[src/rtl/cpid_pkg.sv]
// Shared types and constants of the cascaded PID step unit.
// Depends on nothing; used by every module of the block.
`default_nettype none

package cpid_pkg;

  localparam int unsigned GAIN_W      = 16;
  localparam int unsigned CEIL_W      = 31;
  localparam int unsigned CFG_INDEX_W = 3;
  localparam int unsigned CFG_DATA_W  = 31;
  localparam int unsigned OPND_W      = 32;
  localparam int unsigned PROD_W      = 40;  // product after the Q8.8 shift

  // register indexes of the configuration port
  typedef enum logic [CFG_INDEX_W-1:0] {
    CFG_OUTER_KP   = 3'd0,
    CFG_OUTER_KI   = 3'd1,
    CFG_OUTER_KD   = 3'd2,
    CFG_INNER_KP   = 3'd3,
    CFG_INNER_KI   = 3'd4,
    CFG_INNER_KD   = 3'd5,
    CFG_ERR_CEIL   = 3'd6,
    CFG_INT_CEIL   = 3'd7
  } cfg_idx_e;

  typedef struct packed {
    logic [GAIN_W-1:0] outer_kp;
    logic [GAIN_W-1:0] outer_ki;
    logic [GAIN_W-1:0] outer_kd;
    logic [GAIN_W-1:0] inner_kp;
    logic [GAIN_W-1:0] inner_ki;
    logic [GAIN_W-1:0] inner_kd;
    logic [GAIN_W-1:0] err_ceil;
    logic [CEIL_W-1:0] int_ceil;
  } cfg_t;

  localparam logic [GAIN_W-1:0] RST_OUTER_KP = 16'd7680;
  localparam logic [GAIN_W-1:0] RST_OUTER_KI = 16'd256;
  localparam logic [GAIN_W-1:0] RST_OUTER_KD = 16'd1536;
  localparam logic [GAIN_W-1:0] RST_INNER_KP = 16'd7680;
  localparam logic [GAIN_W-1:0] RST_INNER_KI = 16'd205;
  localparam logic [GAIN_W-1:0] RST_INNER_KD = 16'd1536;
  localparam logic [GAIN_W-1:0] RST_ERR_CEIL = 16'd3;
  localparam logic [CEIL_W-1:0] RST_INT_CEIL = 31'd300;

endpackage

`default_nettype wire

[src/rtl/cascade_pid_step_unit.sv]
// Cascaded PID step unit: each item (target, measured) yields one outer and
// one inner drive. The six gain products run one after another on a single
// bit-serial multiplier that takes one gain bit per cycle, and the block
// accepts a new item only in its idle state, after the last one has reached
// the output register. A finished result waits in the output register while
// the next item is accepted. Write configuration only while no item is in
// flight.
// Depends on cpid_pkg, cpid_cfg_regs and cpid_serial_mul.
`default_nettype none

module cascade_pid_step_unit (
  input  wire logic                                clk_i,
  input  wire logic                                rst_ni,
  input  wire logic                                in_valid_i,
  output logic                                     in_ready_o,
  input  wire logic signed [15:0]                  target_i,
  input  wire logic signed [15:0]                  measured_i,
  output logic                                     out_valid_o,
  input  wire logic                                out_ready_i,
  output logic signed [31:0]                       outer_drive_o,
  output logic signed [31:0]                       inner_drive_o,
  input  wire logic                                cfg_we_i,
  input  wire logic [cpid_pkg::CFG_INDEX_W-1:0]    cfg_index_i,
  input  wire logic [cpid_pkg::CFG_DATA_W-1:0]     cfg_data_i
);

  typedef enum logic [6:0] {
    ST_IDLE = 7'b0000001,
    ST_ERR  = 7'b0000010,
    ST_INT  = 7'b0000100,
    ST_MUL  = 7'b0001000,
    ST_WAIT = 7'b0010000,
    ST_SAT  = 7'b0100000,
    ST_OUT  = 7'b1000000
  } state_e;

  typedef enum logic [1:0] {
    TERM_P = 2'd0,
    TERM_I = 2'd1,
    TERM_D = 2'd2
  } term_e;

  localparam logic LOOP_OUTER = 1'b0;
  localparam logic LOOP_INNER = 1'b1;

  function automatic logic signed [31:0] sat32_of42(input logic signed [41:0] v);
    logic signed [31:0] r;
    if (v[41:31] == {11{v[41]}}) r = v[31:0];
    else r = v[41] ? 32'sh8000_0000 : 32'sh7FFF_FFFF;
    return r;
  endfunction

  function automatic logic signed [31:0] sat32_of33(input logic signed [32:0] v);
    logic signed [31:0] r;
    if (v[32] == v[31]) r = v[31:0];
    else r = v[32] ? 32'sh8000_0000 : 32'sh7FFF_FFFF;
    return r;
  endfunction

  function automatic logic signed [15:0] sat16_of32(input logic signed [31:0] v);
    logic signed [15:0] r;
    if (v[31:15] == {17{v[31]}}) r = v[15:0];
    else r = v[31] ? 16'sh8000 : 16'sh7FFF;
    return r;
  endfunction

  function automatic logic signed [15:0] sat16_of19(input logic signed [18:0] v);
    logic signed [15:0] r;
    if (v[18:15] == {4{v[18]}}) r = v[15:0];
    else r = v[18] ? 16'sh8000 : 16'sh7FFF;
    return r;
  endfunction

  cpid_pkg::cfg_t cfg;

  state_e state_q, state_d;
  term_e  term_q, term_d;
  logic   loop_q, loop_d;
  logic   out_valid_q, out_valid_d;

  logic signed [15:0] tgt_q, meas_q;
  logic signed [17:0] e_q, oerr_q, ierr_q;
  logic signed [18:0] de_q;
  logic signed [31:0] s_q, osum_q, isum_q, dout_q;
  logic signed [41:0] dacc_q;
  logic signed [31:0] odrv_q, idrv_q;

  logic                             mul_start, mul_done;
  logic [cpid_pkg::GAIN_W-1:0]      mul_gain;
  logic signed [cpid_pkg::OPND_W-1:0] mul_opnd;
  logic signed [cpid_pkg::PROD_W-1:0] mul_prod;

  logic signed [16:0] ediff, ie17;
  logic signed [17:0] oe, ie, e_new, perr;
  logic signed [18:0] de_new;
  logic signed [15:0] ti, mi;
  logic signed [31:0] psum_prev, ssat, s_new;
  logic signed [32:0] sum33;
  logic signed [31:0] ceil32;

  cpid_cfg_regs u_cfg (
    .clk_i       (clk_i),
    .rst_ni      (rst_ni),
    .cfg_we_i    (cfg_we_i),
    .cfg_index_i (cfg_index_i),
    .cfg_data_i  (cfg_data_i),
    .cfg_o       (cfg)
  );

  cpid_serial_mul u_mul (
    .clk_i     (clk_i),
    .rst_ni    (rst_ni),
    .start_i   (mul_start),
    .gain_i    (mul_gain),
    .operand_i (mul_opnd),
    .done_o    (mul_done),
    .product_o (mul_prod)
  );

  // error and error change for the loop in progress
  always_comb begin
    ediff  = {tgt_q[15], tgt_q} - {meas_q[15], meas_q};
    oe     = ($signed({ediff[16], ediff}) > $signed({2'b00, cfg.err_ceil}))
             ? $signed({2'b00, cfg.err_ceil}) : {ediff[16], ediff};
    ti     = sat16_of32(dout_q);
    mi     = sat16_of19(de_q);
    ie17   = {ti[15], ti} - {mi[15], mi};
    ie     = {ie17[16], ie17};
    e_new  = (loop_q == LOOP_INNER) ? ie : oe;
    perr   = (loop_q == LOOP_INNER) ? ierr_q : oerr_q;
    de_new = {e_new[17], e_new} - {perr[17], perr};
  end

  // integral: saturate, then clamp from above
  always_comb begin
    ceil32    = $signed({1'b0, cfg.int_ceil});
    psum_prev = (loop_q == LOOP_INNER) ? isum_q : osum_q;
    sum33     = {psum_prev[31], psum_prev} + {{15{e_q[17]}}, e_q};
    ssat      = sat32_of33(sum33);
    s_new     = (ssat > ceil32) ? ceil32 : ssat;
  end

  always_comb begin
    case (term_q)
      TERM_P:  mul_opnd = {{14{e_q[17]}}, e_q};
      TERM_I:  mul_opnd = s_q;
      TERM_D:  mul_opnd = {{13{de_q[18]}}, de_q};
      default: mul_opnd = '0;
    endcase
    case (term_q)
      TERM_P:  mul_gain = (loop_q == LOOP_INNER) ? cfg.inner_kp : cfg.outer_kp;
      TERM_I:  mul_gain = (loop_q == LOOP_INNER) ? cfg.inner_ki : cfg.outer_ki;
      TERM_D:  mul_gain = (loop_q == LOOP_INNER) ? cfg.inner_kd : cfg.outer_kd;
      default: mul_gain = '0;
    endcase
  end

  assign mul_start  = (state_q == ST_MUL);
  assign in_ready_o = (state_q == ST_IDLE);

  always_comb begin
    state_d     = state_q;
    term_d      = term_q;
    loop_d      = loop_q;
    out_valid_d = out_valid_q;
    if (out_valid_q && out_ready_i) out_valid_d = 1'b0;
    case (state_q)
      ST_IDLE: begin
        if (in_valid_i) begin
          state_d = ST_ERR;
          loop_d  = LOOP_OUTER;
        end
      end
      ST_ERR: begin
        state_d = ST_INT;
        term_d  = TERM_P;
      end
      ST_INT:  state_d = ST_MUL;
      ST_MUL:  state_d = ST_WAIT;
      ST_WAIT: begin
        if (mul_done) begin
          case (term_q)
            TERM_P: begin
              term_d  = TERM_I;
              state_d = ST_MUL;
            end
            TERM_I: begin
              term_d  = TERM_D;
              state_d = ST_MUL;
            end
            default: state_d = ST_SAT;
          endcase
        end
      end
      ST_SAT: begin
        if (loop_q == LOOP_OUTER) begin
          loop_d  = LOOP_INNER;
          state_d = ST_ERR;
        end else begin
          state_d = ST_OUT;
        end
      end
      ST_OUT: begin
        // hold until the output register is free
        if (!out_valid_q || out_ready_i) begin
          out_valid_d = 1'b1;
          state_d     = ST_IDLE;
        end
      end
      default: state_d = ST_IDLE;
    endcase
  end

  always_ff @(posedge clk_i or negedge rst_ni) begin
    if (!rst_ni) begin
      state_q     <= ST_IDLE;
      term_q      <= TERM_P;
      loop_q      <= LOOP_OUTER;
      out_valid_q <= 1'b0;
      oerr_q      <= '0;
      osum_q      <= '0;
      ierr_q      <= '0;
      isum_q      <= '0;
    end else begin
      state_q     <= state_d;
      term_q      <= term_d;
      loop_q      <= loop_d;
      out_valid_q <= out_valid_d;
      if (state_q == ST_INT) begin
        if (loop_q == LOOP_INNER) begin
          ierr_q <= e_q;
          isum_q <= s_new;
        end else begin
          oerr_q <= e_q;
          osum_q <= s_new;
        end
      end
    end
  end

  always_ff @(posedge clk_i) begin
    if (in_valid_i && in_ready_o) begin
      tgt_q  <= target_i;
      meas_q <= measured_i;
    end
    if (state_q == ST_ERR) begin
      e_q    <= e_new;
      de_q   <= de_new;
      dacc_q <= '0;
    end
    if (state_q == ST_INT) s_q <= s_new;
    if (state_q == ST_WAIT && mul_done) begin
      dacc_q <= dacc_q + {{2{mul_prod[cpid_pkg::PROD_W-1]}}, mul_prod};
    end
    if (state_q == ST_SAT && loop_q == LOOP_OUTER) dout_q <= sat32_of42(dacc_q);
    if (state_q == ST_OUT && (!out_valid_q || out_ready_i)) begin
      odrv_q <= dout_q;
      idrv_q <= sat32_of42(dacc_q);
    end
  end

  assign out_valid_o   = out_valid_q;
  assign outer_drive_o = odrv_q;
  assign inner_drive_o = idrv_q;

  a_accept_starts_outer: assert property (@(posedge clk_i) disable iff (!rst_ni)
    (in_valid_i && in_ready_o) |=> (state_q == ST_ERR && loop_q == LOOP_OUTER))
    else $error("accepted item did not start the outer loop");

  a_done_only_waiting: assert property (@(posedge clk_i) disable iff (!rst_ni)
    mul_done |-> (state_q == ST_WAIT))
    else $error("multiplier finished outside the wait state");

  a_term_in_range: assert property (@(posedge clk_i) disable iff (!rst_ni)
    (state_q == ST_MUL) |-> (term_q == TERM_P || term_q == TERM_I || term_q == TERM_D))
    else $error("product index out of range");

  a_result_from_out: assert property (@(posedge clk_i) disable iff (!rst_ni)
    $rose(out_valid_o) |-> $past(state_q == ST_OUT))
    else $error("result presented outside the output state");

  a_inner_after_outer: assert property (@(posedge clk_i) disable iff (!rst_ni)
    (state_q == ST_OUT) |-> (loop_q == LOOP_INNER))
    else $error("result stage reached without the inner loop");

endmodule

`default_nettype wire

[src/rtl/cpid_cfg_regs.sv]
// Configuration register bank of the cascaded PID step unit.
// Depends on cpid_pkg for the register indexes and the cfg_t layout.
`default_nettype none

module cpid_cfg_regs (
  input  wire logic                                  clk_i,
  input  wire logic                                  rst_ni,
  input  wire logic                                  cfg_we_i,
  input  wire logic [cpid_pkg::CFG_INDEX_W-1:0]      cfg_index_i,
  input  wire logic [cpid_pkg::CFG_DATA_W-1:0]       cfg_data_i,
  output cpid_pkg::cfg_t                             cfg_o
);

  cpid_pkg::cfg_t cfg_q;

  always_ff @(posedge clk_i or negedge rst_ni) begin
    if (!rst_ni) begin
      cfg_q.outer_kp <= cpid_pkg::RST_OUTER_KP;
      cfg_q.outer_ki <= cpid_pkg::RST_OUTER_KI;
      cfg_q.outer_kd <= cpid_pkg::RST_OUTER_KD;
      cfg_q.inner_kp <= cpid_pkg::RST_INNER_KP;
      cfg_q.inner_ki <= cpid_pkg::RST_INNER_KI;
      cfg_q.inner_kd <= cpid_pkg::RST_INNER_KD;
      cfg_q.err_ceil <= cpid_pkg::RST_ERR_CEIL;
      cfg_q.int_ceil <= cpid_pkg::RST_INT_CEIL;
    end else if (cfg_we_i) begin
      case (cpid_pkg::cfg_idx_e'(cfg_index_i))
        cpid_pkg::CFG_OUTER_KP: cfg_q.outer_kp <= cfg_data_i[cpid_pkg::GAIN_W-1:0];
        cpid_pkg::CFG_OUTER_KI: cfg_q.outer_ki <= cfg_data_i[cpid_pkg::GAIN_W-1:0];
        cpid_pkg::CFG_OUTER_KD: cfg_q.outer_kd <= cfg_data_i[cpid_pkg::GAIN_W-1:0];
        cpid_pkg::CFG_INNER_KP: cfg_q.inner_kp <= cfg_data_i[cpid_pkg::GAIN_W-1:0];
        cpid_pkg::CFG_INNER_KI: cfg_q.inner_ki <= cfg_data_i[cpid_pkg::GAIN_W-1:0];
        cpid_pkg::CFG_INNER_KD: cfg_q.inner_kd <= cfg_data_i[cpid_pkg::GAIN_W-1:0];
        cpid_pkg::CFG_ERR_CEIL: cfg_q.err_ceil <= cfg_data_i[cpid_pkg::GAIN_W-1:0];
        cpid_pkg::CFG_INT_CEIL: cfg_q.int_ceil <= cfg_data_i[cpid_pkg::CEIL_W-1:0];
        default: ;
      endcase
    end
  end

  assign cfg_o = cfg_q;

endmodule

`default_nettype wire

[src/rtl/cpid_serial_mul.sv]
// Bit-serial multiplier: unsigned Q8.8 gain times signed 32-bit operand,
// one gain bit per cycle, result floored by 8 bits. Depends on cpid_pkg.
`default_nettype none

module cpid_serial_mul (
  input  wire logic                                  clk_i,
  input  wire logic                                  rst_ni,
  input  wire logic                                  start_i,
  input  wire logic        [cpid_pkg::GAIN_W-1:0]    gain_i,
  input  wire logic signed [cpid_pkg::OPND_W-1:0]    operand_i,
  output logic                                       done_o,
  output logic signed      [cpid_pkg::PROD_W-1:0]    product_o
);

  logic                            busy_q, busy_d;
  logic                            done_q, done_d;
  logic [3:0]                      cnt_q, cnt_d;
  logic [cpid_pkg::GAIN_W-1:0]     gain_q, gain_d;
  logic signed [cpid_pkg::OPND_W-1:0] opnd_q, opnd_d;
  logic signed [cpid_pkg::OPND_W:0]   acc_q, acc_d;
  logic [cpid_pkg::GAIN_W-1:0]     low_q, low_d;

  logic signed [cpid_pkg::OPND_W+1:0] addend;
  logic signed [cpid_pkg::OPND_W+1:0] psum;

  always_comb begin
    addend = gain_q[0] ? {opnd_q[cpid_pkg::OPND_W-1], opnd_q[cpid_pkg::OPND_W-1], opnd_q}
                       : '0;
    psum   = {acc_q[cpid_pkg::OPND_W], acc_q} + addend;

    busy_d = busy_q;
    done_d = 1'b0;
    cnt_d  = cnt_q;
    gain_d = gain_q;
    opnd_d = opnd_q;
    acc_d  = acc_q;
    low_d  = low_q;

    if (start_i) begin
      busy_d = 1'b1;
      cnt_d  = '0;
      gain_d = gain_i;
      opnd_d = operand_i;
      acc_d  = '0;
      low_d  = '0;
    end else if (busy_q) begin
      // add, then shift the partial product right; low bits drop into low_q
      acc_d  = psum[cpid_pkg::OPND_W+1:1];
      low_d  = {psum[0], low_q[cpid_pkg::GAIN_W-1:1]};
      gain_d = {1'b0, gain_q[cpid_pkg::GAIN_W-1:1]};
      cnt_d  = cnt_q + 4'd1;
      if (cnt_q == 4'd15) begin
        busy_d = 1'b0;
        done_d = 1'b1;
      end
    end
  end

  always_ff @(posedge clk_i or negedge rst_ni) begin
    if (!rst_ni) begin
      busy_q <= 1'b0;
      done_q <= 1'b0;
      cnt_q  <= '0;
    end else begin
      busy_q <= busy_d;
      done_q <= done_d;
      cnt_q  <= cnt_d;
    end
  end

  always_ff @(posedge clk_i) begin
    gain_q <= gain_d;
    opnd_q <= opnd_d;
    acc_q  <= acc_d;
    low_q  <= low_d;
  end

  // product = acc * 2^16 + low, so the floor by 8 bits is a plain select
  assign product_o = {acc_q[cpid_pkg::OPND_W-1:0], low_q[cpid_pkg::GAIN_W-1:8]};
  assign done_o    = done_q;

endmodule

`default_nettype wire
[config.mk]
export PLATFORM = sky130hd
export DESIGN_NAME = cascade_pid_step_unit
export DESIGN_NICKNAME = d
export VERILOG_FILES = /design/src/rtl/cpid_pkg.sv /design/src/rtl/cascade_pid_step_unit.sv /design/src/rtl/cpid_cfg_regs.sv /design/src/rtl/cpid_serial_mul.sv
export SDC_FILE = /design/constraint.sdc
export NUM_CORES = 1
export LEC_CHECK = 0
export ABC_AREA = 0
export BUFFER_PORTS_ARGS = -buffer_cell sky130_fd_sc_hd__clkbuf_2
export CAP_MARGIN = 40
export CORE_UTILIZATION = 40
export DETAILED_ROUTE_END_ITERATION = 12
export GPL_TIMING_DRIVEN = 0
export PLACE_DENSITY = 0.54
export SETUP_SLACK_MARGIN = 0.05
export SLEW_MARGIN = 5
export SYNTH_ARGS = -nofsm -noshare
export SYNTH_HDL_FRONTEND = slang
export SYNTH_SLANG_ARGS = --single-unit
[constraint.sdc]
create_clock -name clk_i -period 9.1 [get_ports clk_i]
set_input_delay 1.365 -clock clk_i [delete_from_list [all_inputs] [get_ports clk_i]]
set_output_delay 1.365 -clock clk_i [all_outputs]
set_load 0.05 [all_outputs]
==> results of run 1 <==
[worst max path at each step]
stage | from | endpoint | slack [ns] | cells past startpoint
2_1_floorplan | loop_q | s_q[30] | 0.90 | 37
3_3_place_gp | loop_q | osum_q[23] | -2.21 | 38
3_5_place_dp | loop_q | s_q[25] | -1.98 | 39
4_1_cts | loop_q | s_q[25] | 0.09 | 38
5_1_grt | loop_q | s_q[30] | 0.05 | 36
6_report | loop_q | s_q[30] | 0.29 | 36
[final cells by class]
type / count / share of cell area
buffer: 121 / 0.0138
multi-input combinational: 2093 / 0.420
tap: 1050 / 0.0356
clock inverter: 29 / 0.00794
timing repair buffer: 155 / 0.0275
inverter: 128 / 0.0131
clock buffer: 93 / 0.0512
sequential: 585 / 0.431
[power breakdown]
| group | leakage (uW) | switching (uW) | internal [uW] |
|---|---|---|---|
| Combinational | 0.00843 | 4760 | 3100 |
| Sequential | 0.00616 | 399 | 3630 |
| Clock | 0.00105 | 1110 | 1570 |
[cell families after synthesis]
| logic type | after synthesis | share of synthesized area |
|---|---|---|
| simple gates | 770 | 0.110 |
| compound gates | 638 | 0.131 |
| flops | 585 | 0.493 |
| mux | 354 | 0.120 |
| buf+inv | 250 | 0.0297 |
| fa+ha+maj | 210 | 0.0828 |
| xor+xnor | 121 | 0.0329 |
[layer usage]
metal / wire [um] / share of wire / GRT usage / vias to the layer above
li1: - / - / - / 11100
met3: 3740 / 0.041 / 0.0337 / 134
met1: 41300 / 0.46 / 0.298 / 11600
met2: 42900 / 0.47 / 0.367 / 481
met4: 2640 / 0.029 / 0.0722 / 8
met5: 57 / 0.00063 / 0 / -
[synthesized netlist by cell type (all sizes together), types with 47 or more instances]
master / number / share of area
inv: 127 / 0.015
xnor2: 74 / 0.020
dfrtp: 233 / 0.18
clkbuf: 99 / 0.012
a21o: 112 / 0.026
o21ai: 128 / 0.020
mux2: 264 / 0.092
nor2: 193 / 0.023
nand2: 316 / 0.037
a21oi: 155 / 0.024
edfxtp: 286 / 0.27
ha: 203 / 0.079
xor2: 47 / 0.013
mux2i: 89 / 0.028
[through the flow]
stage / cell area [um^2] / util / total power, uW
floorplan: 32300 / - / 9390
global placement: 34200 / 0.431 / 11500
detailed placement: 34600 / 0.436 / 11700
CTS: 36800 / 0.464 / 14500
global route: 36900 / 0.465 / 15600
finish: 36900 / 0.465 / 14600
[critical path, delay by kind of cell (launching register included)]
kind                     cells  cell delay, ns
AO/OA/AOI/OAI               20            3.93
XOR/XNOR                     1            0.15
multiplexers                 2            0.73
buffers and inverters        8            2.07
flip-flops                   1            0.44
AND/OR/NAND/NOR              2            0.18
adder cells (fa/ha/maj)      3            1.04
[state kept, by name, indices dropped and copies added, names as in the netlist, 32 cells and up]
signal	flops
outer_drive_o	32
u_mul.acc_q	33
dout_q	32
dacc_q	42
isum_q	32
u_mul.opnd_q	32
inner_drive_o	32
osum_q	32
s_q	32
u_cfg.cfg_o	143
[repair_timing]
item	CTS	global route
setup endpoints to repair	93	91
buffers inserted	0	0
gates cloned	0	0
resized for setup	15	21
hold buffers	0	0
==> metrics.csv, run 1 <==
stage,metric,value,unit
timing,fin crit period,8.81,ns
min_path,Hold Path Origin,dout_q[2],
critical_path,Worst setup SP type,flop,
final_layout,Final Non-Filler Cells,4254,
critical_path,Crit Path Max Fanout,19,
die,Horiz. Die Dim,286,um
clock_tree,clock sink count,585,
place,DPL Wire Length,69800,um
critical_path,reg-to-reg startpoint,loop_q,
timing,Slew HR,0.319,
drt,aggregate routed wire length,90600,um
timing,final setup fails,0,
clock_tree,buffer depth of the longest clock path,3,
clock_tree,Max H-tree Level,3,
timing,final period utilization,0.968,
synthesis,Post-synth ARST share,0.441,
global_routing,total congestion overflow,0,
die,Starting Density,0.406,
place,GPL Wtd Cong,0.883,
global_routing,GR Util All Layers,0.222,
die,Rows,103,
final_layout,fillers,7343,
synthesis,Post-synth EDFFs,286,
timing,worst slew pin tran,1.01,ns
final_layout,share of cells above drive strength 1,0.192,
critical_path,critical path type,reg2reg,
drt,DRT iter0 DRCs,1478,
power_and_ir_drop,leak pwr,0.0156,uW
final_layout,Area Overhead vs Synth,14.3,%
synthesis,Unique masters post-synth,94,
global_routing,largest net degree at the start of global routing,98,
synthesis,Post-Syn Instances,2928,
timing,Clock Skews,0.0264,ns
global_routing,vias in the first global route,23900,
timing,WHS,0.461,ns
synthesis,mapped cell area,32300,um^2
place,pre-CTS WS,-1.98,ns
final_layout,Reg area,15900,um^2
timing,post-route setup slack,0.291,ns
clock_tree,Root Driver,clkbuf_16,
critical_path,path depth of the worst reg2reg path,36,
clock_tree,Num CTS Buffers,68,
min_path,Hold EP,outer_drive_o[2],
critical_path,Crit path arrival time,9.17,ns
status,status,completed,
synthesis,Post-synth top flop,edfxtp_1,
critical_path,Required @ worst endpoint,9.46,ns
synthesis,sequential area share after synthesis,0.493,
min_path,HP Class,reg2reg,
critical_path,CP most frequent cell,a21o_1,
final_layout,diode count,0,
drt,ANT nets after route,0,
synthesis,Post-Syn Area per Cell,11.0,um^2
drt,WL/cell,21.3,um
global_routing,initial antenna violation count,6,
timing,max-slew violations,0,
power_and_ir_drop,Cell Pwr Density,395,nW/um^2
run,max cap viols,0,
final_layout,fin nets,3432,
synthesis,YS warnings,0,
critical_path,reg2reg end,s_q[30],
critical_path,R2R Setup Slk,0.29,ns
place,I/O Buffers,133,
synthesis,"FF+latch count, synth",585,
critical_path,Critical Path Max Stage Delay,0.44,ns
place,DP Cell Count,4133,
clock_tree,TritonCTS clock tree,done,
min_path,hold path depth,0,
final_layout,"commonest non-fill, non-tap cells in the layout","nand2_1 (315), edfxtp_1 (286), mux2_2 (264), dfrtp_1 (233), ha_1 (203)",
final_layout,area occupied by multi-input gates,15500,um^2
drt,Vias per Instance,5.50,
timing,TNS Setup,0,ns
drt,Vias,23400,
clock_tree,"Reg clk slew, reported paths",0.06,ns
critical_path,CP endpoint kind,flop,
global_routing,first-pass GRT wire length,140000,um
drt,Pre-antenna DRT Iters,5,
clock_tree,clk_lat worst skew,0.61,ns
drt,DRC,0,
timing,fmax,114,MHz
die,Core ar.,79400,um^2
power_and_ir_drop,Worst VDD drop,223,uV
final_layout,"most common cell after layout, fill and taps aside",nand2_1,
die,Die Y-Extent,286,um
timing,RSZ-0062 raised after global routing,false,
timing,Final Hold Vio Count,0,
critical_path,slowest CP cell,dfrtp_1,
die,top-level port count,137,
synthesis,syn_nets,3208,
die,die area,81800,um^2
(Power assumes the default switching activity.)
==> run 2, diff against run 1 <==
Settings changed: PLACE_DENSITY 0.54 to default.
==> run 2 against run 1 <==
Routed wire length shrank 6.7%. Largest cell class unchanged. First-iteration DRC count grew 0.74%. Hold slack got worse by 0.0057 ns.
==> metrics.csv, run 2 (synthesis gave the netlist of run 1 again) <==
stage,metric,value,unit
timing,final setup fails,0,
drt,DRT iter0 DRCs,1489,
timing,max-slew violations,0,
clock_tree,clk_lat worst skew,0.61,ns
place,I/O Buffers,133,
critical_path,slowest CP cell,a2111oi_1,
final_layout,"commonest non-fill, non-tap cells in the layout","nand2_1 (315), edfxtp_1 (286), mux2_2 (264), dfrtp_1 (233), ha_1 (203)",
global_routing,largest net degree at the start of global routing,99,
final_layout,fin area,36800,um^2
critical_path,critical path type,reg2reg,
place,Area after DPL,34600,um^2
die,Starting Density,0.406,
die,Rows,103,
clock_tree,Root Driver,clkbuf_16,
critical_path,Crit Path Max Fanout,19,
power_and_ir_drop,Worst VDD drop,279,uV
timing,RSZ-0062 raised after global routing,false,
die,top-level port count,137,
final_layout,diode count,0,
clock_tree,Num CTS Buffers,67,
power_and_ir_drop,Cell Pwr Density,391,nW/um^2
status,status,completed,
timing,TNS Setup,0,ns
drt,uppermost layer routed,met5,
final_layout,Area Overhead vs Synth,14.1,%
min_path,HP Class,reg2reg,
critical_path,Worst setup SP type,flop,
final_layout,Layout Utilization,0.463,
die,Horiz. Die Dim,286,um
clock_tree,"Reg clk slew, reported paths",0.06,ns
drt,ANT nets after route,0,
drt,Vias,22900,
critical_path,Required @ worst endpoint,9.58,ns
drt,Vias per Instance,5.38,
final_layout,share of cells above drive strength 1,0.191,
final_layout,fillers,7357,
timing,post-route setup slack,0.407,ns
critical_path,Critical Path Max Stage Delay,0.47,ns
critical_path,CP most frequent cell,a21o_1,
die,Core ar.,79400,um^2
timing,Clock Skews,0.0255,ns
clock_tree,Max H-tree Level,3,
timing,fmax,115,MHz
drt,metal1 wirelength,38400,um
clock_tree,TritonCTS clock tree,done,
final_layout,"most common cell after layout, fill and taps aside",nand2_1,
die,Die Y-Extent,286,um
timing,fin crit period,8.69,ns
drt,WL/cell,19.9,um
drt,aggregate routed wire length,84500,um
place,GPL Wtd Cong,0.922,
drt,DR WL met2,39300,um
drt,Pre-antenna DRT Iters,6,
timing,Final Hold Vio Count,0,
clock_tree,buffer depth of the longest clock path,3,
drt,DRC,0,
place,DP Cell Count,4130,
clock_tree,Post-CTS Setup Bufs,0,
drt,met3 routed WL,4220,um
timing,Slew HR,0.428,
global_routing,first-pass GRT wire length,132000,um
final_layout,fin nets,3427,
global_routing,total congestion overflow,0,
global_routing,initial antenna violation count,7,
timing,worst slew pin tran,0.856,ns
critical_path,CP endpoint kind,flop,
timing,final period utilization,0.955,
place,DPL Wire Length,64400,um
final_layout,Final Non-Filler Cells,4251,
run,max cap viols,0,
die,die area,81800,um^2
final_layout,max reg flops,143,
place,pre-CTS WS,-1.87,ns
global_routing,vias in the first global route,22700,
clock_tree,clock sink count,585,
power_and_ir_drop,leak pwr,0.0156,uW
critical_path,Crit path arrival time,9.18,ns
global_routing,GR Util All Layers,0.208,
run 2: cell count changes in the layout (fill, tap and decap cells not counted), sizes merged:
cell / change
clkbuf: +6
buf: -5
clkinvlp: -5
inv: +3
bufinv: -1
clkinv: -1
run 2: timing repair:
item	in CTS	in global routing
resized for setup	13	25
hold buffers	0	0
endpoints found under the setup margin	93	92
cloned	0	0
run 2: where the power goes:
group	internal [uW]	leakage (uW)	switching (uW)
Clock	1550	0.00106	1100
Combinational	3090	0.00842	4620
Sequential	3630	0.00616	386
run 2: through the flow:
step,power [uW],hold WS (ns)
after floorplan,9390,0.421
after global placement,11500,0.437
after detailed placement,11500,0.442
after CTS,14300,0.455
after global routing,15400,0.472
final,14400,0.455
run 2: final timing paths:
path                       cells past startpoint  slack, ns               end       from
hold / removal                                 0       0.46  outer_drive_o[2]  dout_q[2]
max in group asynchronous                      3       7.42        state_q[0]     rst_ni
setup reg to reg                              36       0.41        osum_q[22]     loop_q
min in group asynchronous                      2       0.82        isum_q[23]     rst_ni
setup / recovery                              36       0.41        osum_q[22]     loop_q
hold reg to reg                                0       0.46  outer_drive_o[2]  dout_q[2]
run 2: cell type report:
| type | instances | area, um^2 | share of cell area |
|---|---|---|---|
| Tap cell | 1050 | 1310 | 0.0357 |
| Multi-Input combinational cell | 2093 | 15500 | 0.421 |
| Timing Repair Buffer | 152 | 978 | 0.0266 |
| Buffer | 120 | 503 | 0.0137 |
| Clock buffer | 98 | 1900 | 0.0518 |
| Clock inverter | 25 | 236 | 0.00643 |
| Sequential cell | 585 | 15900 | 0.432 |
| Inverter | 128 | 483 | 0.0131 |
run 2: critical path, delay by kind of cell (launching register included):
kind	cells	cell delay [ns]
AOI/OAI and AO/OA	20	3.89
xor gates and xnor gates	1	0.15
adders and majority gates	3	1.03
buffers and inverters	7	1.75
DFF	1	0.44
muxes	3	1.07
and+or+nand+nor	2	0.20
run 2: layer usage:
layer / track usage / vias to the layer above
li1: - / 11100
met2: 0.336 / 509
met1: 0.282 / 11100
met3: 0.0370 / 127
met4: 0.0651 / 14
met5: 0 / -
